### src/rtl/assert_macros.svh
// Assertion macros shared by the RTL of the IMU packet receiver.
// No dependencies; assumes i_clk and the active-low i_rst_n in scope.
`ifndef ASSERT_MACROS_SVH
`define ASSERT_MACROS_SVH

// Same-cycle implication, disabled while in reset
`define IRC_ASSERT_IMP(label, ante, cons) \
    label: assert property (@(posedge i_clk) disable iff (!i_rst_n) (ante) |-> (cons)) \
        else $error("assertion failed: same-cycle implication");

// Next-cycle implication, disabled while in reset
`define IRC_ASSERT_NXT(label, ante, cons) \
    label: assert property (@(posedge i_clk) disable iff (!i_rst_n) (ante) |=> (cons)) \
        else $error("assertion failed: next-cycle implication");

`endif

### src/rtl/irc_pkg.sv
// Package for the IMU packet receiver: CRC-32 helpers, constants, result type.
// No dependencies.
`timescale 1ns / 1ps

package irc_pkg;

    localparam logic [31:0] CRC32_GEN      = 32'h04C1_1DB7;
    localparam logic [31:0] CRC32_SEED     = 32'hFFFF_FFFF;
    localparam logic [31:0] SYNC_RESET     = 32'hFE81_FF55;
    localparam int          HDR_BYTES      = 4;
    localparam int          OUT_WORDS      = 6;
    localparam int          DATA_WORDS_DEF = 6;

    // One byte of MSB-first CRC-32, no reflection
    function automatic logic [31:0] crc32_byte(input logic [31:0] crc, input logic [7:0] b);
        logic [31:0] r;
        r = crc ^ {b, 24'h0};
        for (int k = 0; k < 8; k++) begin
            r = r[31] ? ({r[30:0], 1'b0} ^ CRC32_GEN) : {r[30:0], 1'b0};
        end
        return r;
    endfunction

    // Four bytes, most significant byte first
    function automatic logic [31:0] crc32_word(input logic [31:0] crc, input logic [31:0] w);
        logic [31:0] r;
        r = crc32_byte(crc, w[31:24]);
        r = crc32_byte(r, w[23:16]);
        r = crc32_byte(r, w[15:8]);
        r = crc32_byte(r, w[7:0]);
        return r;
    endfunction

    localparam logic [31:0] SYNC_CRC_RESET = crc32_word(CRC32_SEED, SYNC_RESET);

    typedef struct packed {
        logic                             crc_ok;
        logic [7:0]                       status_byte;
        logic [7:0]                       iteration;
        logic signed [15:0]               temperature;
        logic [OUT_WORDS-1:0][31:0]       valid_word;
        logic [31:0]                      good_count;
        logic [31:0]                      bad_count;
    } t_result;

endpackage

### src/rtl/imu_packet_receiver_crc32.sv
// Result path: the last CRC byte is held in the input register, then loads the output register.
// Throughput: one byte per cycle; the input stalls only while a finished result
// waits in the output register and the next byte also closes a packet.
// Per-byte CRC is a single byte-wide XOR update between input and state registers.
// Reset (i_rst_n low, synchronous): hunting, counters and valid words cleared,
// sync word back to 0xFE81FF55.
`timescale 1ns / 1ps
`include "assert_macros.svh"

module imu_packet_receiver_crc32
    import irc_pkg::*;
#(
    parameter int DATA_WORDS = DATA_WORDS_DEF
) (
    input  logic         i_clk,
    input  logic         i_rst_n,
    // Sync word configuration
    input  logic         i_cfg_valid,
    output logic         o_cfg_ready,
    input  logic [31:0]  i_cfg_data,
    // Byte input
    input  logic         s_axis_tvalid,
    output logic         s_axis_tready,
    input  logic [7:0]   s_axis_tdata,   // [7:0] rx_byte
    // Packet results
    output logic         m_axis_tvalid,
    input  logic         m_axis_tready,
    // [7:0] status_byte, [15:8] iteration, [31:16] temperature,
    // [63:32]..[223:192] valid_word_0..5, [255:224] good_count, [287:256] bad_count
    output logic [287:0] m_axis_tdata,
    output logic [0:0]   m_axis_tuser    // [0] crc_ok
);

    logic [31:0] r_sync;
    logic [31:0] r_sync_crc;
    logic        r_in_vld;
    logic [7:0]  r_in_byte;
    logic        r_out_vld;
    t_result     r_out;

    logic        adv;
    logic        hunting;
    logic        last;
    logic        match;
    t_result     result;

    // Configuration: always ready, precompute header CRC
    assign o_cfg_ready = 1'b1;

    always_ff @(posedge i_clk) begin
        if (!i_rst_n) begin
            r_sync     <= SYNC_RESET;
            r_sync_crc <= SYNC_CRC_RESET;
        end else if (i_cfg_valid) begin
            r_sync     <= i_cfg_data;
            r_sync_crc <= crc32_word(CRC32_SEED, i_cfg_data);
        end
    end

    // Consume the held byte unless it closes a packet into a busy output
    assign adv           = r_in_vld && (!last || !r_out_vld || m_axis_tready);
    assign s_axis_tready = !r_in_vld || adv;

    always_ff @(posedge i_clk) begin
        if (!i_rst_n) begin
            r_in_vld <= 1'b0;
        end else if (s_axis_tvalid && s_axis_tready) begin
            r_in_vld <= 1'b1;
        end else if (adv) begin
            r_in_vld <= 1'b0;
        end
    end

    always_ff @(posedge i_clk) begin
        if (s_axis_tvalid && s_axis_tready) begin
            r_in_byte <= s_axis_tdata;
        end
    end

    irc_hunt u_hunt (
        .i_clk       (i_clk),
        .i_rst_n     (i_rst_n),
        .i_step      (adv && hunting),
        .i_byte      (r_in_byte),
        .i_sync_word (r_sync),
        .o_match     (match)
    );

    irc_frame #(
        .DATA_WORDS (DATA_WORDS)
    ) u_frame (
        .i_clk      (i_clk),
        .i_rst_n    (i_rst_n),
        .i_step     (adv),
        .i_byte     (r_in_byte),
        .i_match    (match),
        .i_sync_crc (r_sync_crc),
        .o_hunting  (hunting),
        .o_last     (last),
        .o_result   (result)
    );

    // Output register: load on packet end, drop when the beat is taken
    always_ff @(posedge i_clk) begin
        if (!i_rst_n) begin
            r_out_vld <= 1'b0;
        end else if (adv && last) begin
            r_out_vld <= 1'b1;
        end else if (m_axis_tready) begin
            r_out_vld <= 1'b0;
        end
    end

    always_ff @(posedge i_clk) begin
        if (adv && last) begin
            r_out <= result;
        end
    end

    assign m_axis_tvalid   = r_out_vld;
    assign m_axis_tuser[0] = r_out.crc_ok;
    assign m_axis_tdata    = {r_out.bad_count, r_out.good_count,
                              r_out.valid_word[5], r_out.valid_word[4],
                              r_out.valid_word[3], r_out.valid_word[2],
                              r_out.valid_word[1], r_out.valid_word[0],
                              r_out.temperature, r_out.iteration, r_out.status_byte};

    // A closing byte always leaves a result in the output register
    `IRC_ASSERT_NXT(a_emit_next, adv && last, r_out_vld)
    // Never overwrite a result that is still waiting
    `IRC_ASSERT_IMP(a_no_overwrite, r_out_vld && !m_axis_tready, !(adv && last))
    // A byte that is not consumed stays in the input register
    `IRC_ASSERT_NXT(a_in_hold, r_in_vld && !adv, r_in_vld && $stable(r_in_byte))

endmodule

### src/rtl/irc_hunt.sv
// Sync word hunter: sliding three-byte history plus compare with the sync word.
// Depends on irc_pkg.
`timescale 1ns / 1ps

module irc_hunt
    import irc_pkg::*;
(
    input  logic        i_clk,
    input  logic        i_rst_n,
    input  logic        i_step,       // byte consumed while hunting
    input  logic [7:0]  i_byte,
    input  logic [31:0] i_sync_word,
    output logic        o_match
);

    logic [23:0] r_win;
    logic [31:0] n_cand;

    // Candidate word: oldest byte most significant
    assign n_cand  = {r_win, i_byte};
    assign o_match = (n_cand == i_sync_word);

    // Shift the byte into the history
    always_ff @(posedge i_clk) begin
        if (!i_rst_n) begin
            r_win <= 24'h0;
        end else if (i_step) begin
            r_win <= n_cand[23:0];
        end
    end

endmodule

### src/rtl/irc_frame.sv
// Packet collector: byte position, running CRC, field capture, valid set, counters.
// Depends on irc_pkg for the CRC function and the result type.
`timescale 1ns / 1ps

module irc_frame
    import irc_pkg::*;
#(
    parameter int DATA_WORDS = DATA_WORDS_DEF
) (
    input  logic        i_clk,
    input  logic        i_rst_n,
    input  logic        i_step,       // one byte consumed this cycle
    input  logic [7:0]  i_byte,
    input  logic        i_match,      // sync word completes with this byte
    input  logic [31:0] i_sync_crc,   // CRC after the four sync bytes
    output logic        o_hunting,
    output logic        o_last,       // this byte ends a packet
    output t_result     o_result
);

    localparam int DATA_END  = HDR_BYTES + 4 * DATA_WORDS;
    localparam int CRC_COVER = DATA_END + 4;
    localparam int PKT_BYTES = CRC_COVER + 4;
    localparam int POS_W     = $clog2(PKT_BYTES);
    localparam int STG_W     = 32 * DATA_WORDS;

    logic [POS_W-1:0]  r_pos;
    logic [31:0]       r_crc;
    logic [STG_W-1:0]  r_stage;
    logic [STG_W-1:0]  r_valid;
    logic [7:0]        r_status;
    logic [7:0]        r_iter;
    logic [15:0]       r_temp;
    logic [31:0]       r_rcv;
    logic [31:0]       r_good;
    logic [31:0]       r_bad;

    logic [31:0]       n_rcv;
    logic              n_ok;

    assign o_hunting = (r_pos == '0);
    assign o_last    = (r_pos == POS_W'(PKT_BYTES - 1));
    assign n_rcv     = {r_rcv[23:0], i_byte};
    assign n_ok      = (r_crc == n_rcv);

    // Advance through the packet one byte per step
    always_ff @(posedge i_clk) begin
        if (!i_rst_n) begin
            r_pos    <= '0;
            r_crc    <= CRC32_SEED;
            r_valid  <= '0;
            r_status <= 8'h0;
            r_iter   <= 8'h0;
            r_temp   <= 16'h0;
            r_rcv    <= 32'h0;
            r_good   <= 32'h0;
            r_bad    <= 32'h0;
        end else if (i_step) begin
            if (o_hunting) begin
                if (i_match) begin
                    r_pos <= POS_W'(HDR_BYTES);
                    r_crc <= i_sync_crc;
                end
            end else begin
                if (r_pos < POS_W'(CRC_COVER)) begin
                    r_crc <= crc32_byte(r_crc, i_byte);
                end
                if (r_pos < POS_W'(DATA_END)) begin
                    r_stage <= {r_stage[STG_W-9:0], i_byte};
                end else if (r_pos == POS_W'(DATA_END)) begin
                    r_status <= i_byte;
                end else if (r_pos == POS_W'(DATA_END + 1)) begin
                    r_iter <= i_byte;
                end else if (r_pos < POS_W'(CRC_COVER)) begin
                    r_temp <= {r_temp[7:0], i_byte};
                end else begin
                    r_rcv <= n_rcv;
                end
                // Close the packet: latch on match, count either way
                if (o_last) begin
                    r_pos <= '0;
                    r_crc <= CRC32_SEED;
                    if (n_ok) begin
                        r_good  <= r_good + 32'd1;
                        r_valid <= r_stage;
                    end else begin
                        r_bad <= r_bad + 32'd1;
                    end
                end else begin
                    r_pos <= r_pos + POS_W'(1);
                end
            end
        end
    end

    // Result as seen after this packet's update
    assign o_result.crc_ok      = n_ok;
    assign o_result.status_byte = r_status;
    assign o_result.iteration   = r_iter;
    assign o_result.temperature = r_temp;
    assign o_result.good_count  = n_ok ? r_good + 32'd1 : r_good;
    assign o_result.bad_count   = n_ok ? r_bad : r_bad + 32'd1;

    // First received word sits in the top of the staging vector
    for (genvar k = 0; k < OUT_WORDS; k++) begin : g_word
        if (k < DATA_WORDS) begin : g_live
            assign o_result.valid_word[k] = n_ok ? r_stage[(DATA_WORDS-1-k)*32 +: 32]
                                                 : r_valid[(DATA_WORDS-1-k)*32 +: 32];
        end else begin : g_zero
            assign o_result.valid_word[k] = 32'h0;
        end
    end

endmodule
### config.mk
export PLATFORM = sky130hd
export DESIGN_NAME = imu_packet_receiver_crc32
export DESIGN_NICKNAME = d
export VERILOG_FILES = /design/src/rtl/irc_pkg.sv /design/src/rtl/imu_packet_receiver_crc32.sv /design/src/rtl/irc_hunt.sv /design/src/rtl/irc_frame.sv
export VERILOG_INCLUDE_DIRS = /design/src /design/src/rtl
export SDC_FILE = /design/constraint.sdc
export NUM_CORES = 2
export LEC_CHECK = 0
export ABC_AREA = 1
export BUFFER_PORTS_ARGS = -buffer_cell sky130_fd_sc_hd__buf_2
export CAP_MARGIN = 5
export CORE_ASPECT_RATIO = 0.8
export CORE_MARGIN = 10
export CORE_UTILIZATION = 35
export CTS_CLUSTER_SIZE = 30
export DETAILED_ROUTE_END_ITERATION = 6
export GPL_ROUTABILITY_DRIVEN = 0
export PLACE_DENSITY = 0.49
export SLEW_MARGIN = 40
export SYNTH_ARGS = -nofsm -noshare
export SYNTH_HDL_FRONTEND = slang
export SYNTH_SLANG_ARGS = --single-unit
### constraint.sdc
create_clock -name i_clk -period 75.3 [get_ports i_clk]
set_input_delay 15.06 -clock i_clk [delete_from_list [all_inputs] [get_ports i_clk]]
set_output_delay 15.06 -clock i_clk [all_outputs]
set_load 0.03 [all_outputs]
==> impl_metrics.ini <==
[run_status]
status = complete, but fails checks
violations = design-rule violations

[clocking]
htreeDepth = 3
clock_sinks = 929
cts_max_path_buffers = 3
worstSkewPairLatency_ns = 0.69
cts_tree = done
root_buffer = clkbuf_16
clkTransAtPathRegs_ns = 0.06
cts_resized = 0
post_cts_buffers = 0
hold_buffers = 0
cts_buffers = 97

[logic_synthesis]
netlist_top_cells_area = edfxtp_1, dfxtp_1, o21ai_0, nand2_1, a21oi_1
async_flop_share = 0
netlist_instances = 4121
yosys.cell_types.count = 47
ys_top_cells_by_count = nand2_1, o21ai_0, edfxtp_1
syn_area_per_cell_um2 = 9.52
synth_nets = 4171
synth_top_area_share = 0.374
ys_seq_elements = 929
yosysMostFrequentCell = nand2_1
seq_area_frac_synth = 0.599
ys.flop_type = edfxtp_1
synth_top_cell_by_area = edfxtp_1
yosysWarnings = 0
syn-cell-area_um2 = 39200
synth_edf_count = 489

[power]
max-vdd-ir-drop_mv = 0.0182
power.density_nw_per_um2 = 27.2
total_leakage_power_nw = 17.6
total_power_mw = 1.25

[layout]
stdcell_count = 5969
nNetsFinal = 4440
antenna_cells = 0
fin_util = 0.414
area_delta_synth_final_pct = 16.9
final_cell_area_um2 = 45900
drive_above_1_share = 0.144

[routing]
final_antenna_net_count = 0
drtIter0Drc = 2103
wl_per_cell_um = 18.2
avgViaCountPerCell = 4.73
wl_um = 109000
vias = 28242
drtPass1Iterations = 7
drc_errors = 2

[placed_design]
hpwlAfterDp_um = 73100
io_buffers = 335
dp_cells = 5788
place_ws_ns = 44.52
place_area_um2 = 42400

[die]
fp-row-count = 109
die_y_um = 319
core_um2 = 111000
dieArea_um2 = 126000
ios = 337
initial_core_util = 0.354
die_x_um = 394

[worst_setup_path]
path_cells = buf_2 -> nor2_1 -> nand3_1 -> buf_2
critPathRequiredTime_ns = 60.24
arrival_ns = 15.72
start_kind = input port
path_buf_inv = 2
crit_type = input port to output port
crit_path_frequent_cell = buf_2
endpoint_kind = output port
critPathSlowestCell = buf_2
cp_top_family = simple AND/OR/NAND/NOR gates
cpPeakStageDelay_ns = 0.21
crit_fanout = 3

[sta]
hold_viol = 0
relSlewSlack = 0.415
tns_ns = 0
finalCritPeriodShare = 0.409
drv_slew = 0
worst_slack_ns = 44.52
rsz0062_at_grt = no
finalClockSkew_ns = 0.0206
setup_viol_count_final = 0
min_period_ns = 30.78
hold_ws_ns = 0.422
worst_pin_slew_ns = 0.866
fmax_mhz = 32.5

[global_routing]
antenna_found_initial = 2
grt_pass1_wl_um = 166000
grt_pass1_vias = 26488
grt_overflow_total = 0
grtUsageTotal = 0.167
grt_max_degree = 218

[worst_hold_path]
hp-class = flip-flop to flip-flop

[flow_run]
cap_violations = 0
## report_power, final
group | internal (mW) | total, mW | switching [mW]
clock | 0.307 | 0.513 | 0.206
sequential | 0.537 | 0.544 | 0.00750
combinational | 0.0629 | 0.191 | 0.128
## sequential cells by signal, summed over array words and instances (netlist names)
register / flops
r_in_vld: 1
u_frame.r_good: 32
m_axis_tvalid: 1
r_in_byte: 8
u_frame.r_stage: 192
u_frame.r_rcv: 24
u_hunt.r_win: 24
u_frame.r_crc: 32
u_frame.r_temp: 16
r_sync_crc: 32
u_frame.r_iter: 8
m_axis_tdata: 288
u_frame.r_status: 8
m_axis_tuser: 1
u_frame.r_pos: 6
u_frame.r_bad: 32
u_frame.r_valid: 192
r_sync: 32
## metal layers
layer	wire length [µm]	global-route usage	vias up
li1	-	-	14265
met1	52600	0.239	13295
met2	49100	0.262	570
met3	5120	0.0322	112
met4	1690	0.0336	0
met5	0	0	-
## layout by cell type (no fill, tap or decap), types with 17 or more instances in the layout
| cell type | count |
|---|---|
| o22ai_1 | 20 |
| nor2_1 | 157 |
| clkbuf_16 | 100 |
| a21oi_1 | 383 |
| inv_1 | 448 |
| nand2_1 | 706 |
| clkbuf_1 | 26 |
| nand4_1 | 29 |
| inv_2 | 17 |
| nor3_1 | 30 |
| xor2_1 | 211 |
| nand2_2 | 55 |
| nand3_1 | 156 |
| nor4_1 | 17 |
| xnor2_1 | 83 |
| o21ai_0 | 571 |
| buf_2 | 334 |
| edfxtp_1 | 489 |
| dfxtp_1 | 440 |
| buf_4 | 24 |
## final timing paths
kind	depth (start not counted)	slack, ns	endpoint	start
worst max register to register	14	70.65	u_frame.r_valid[188]	r_in_byte[2]
worst max-delay path	4	44.52	s_axis_tready	m_axis_tready
worst min-delay path	0	0.42	m_axis_tdata[29]	u_frame.r_temp[13]
worst min register to register	0	0.42	m_axis_tdata[29]	u_frame.r_temp[13]
## cells by family after synthesis
| kind of cell | Yosys count | share of synthesized area |
|---|---|---|
| XOR/XNOR | 304 | 0.0701 |
| buffers and inverters | 676 | 0.0661 |
| flip-flops | 929 | 0.599 |
| other | 1 | 0.0000956 |
| adder cells (fa/ha/maj) | 5 | 0.00159 |
| multiplexers | 3 | 0.000765 |
| AND/OR/NAND/NOR | 1184 | 0.129 |
| AO/OA/AOI/OAI | 1019 | 0.133 |
## area by class of cell
cell class                      count  area [µm²]
Clock buffer                      140        2790
Tap cell                         1498        1870
Inverter                          473        1790
Sequential cell                   929       23500
Fill cell                       10786       65000
Clock inverter                     40         631
Multi-Input combinational cell   2516       13200
Timing Repair Buffer              373        2090
(Power assumes the default switching activity.)
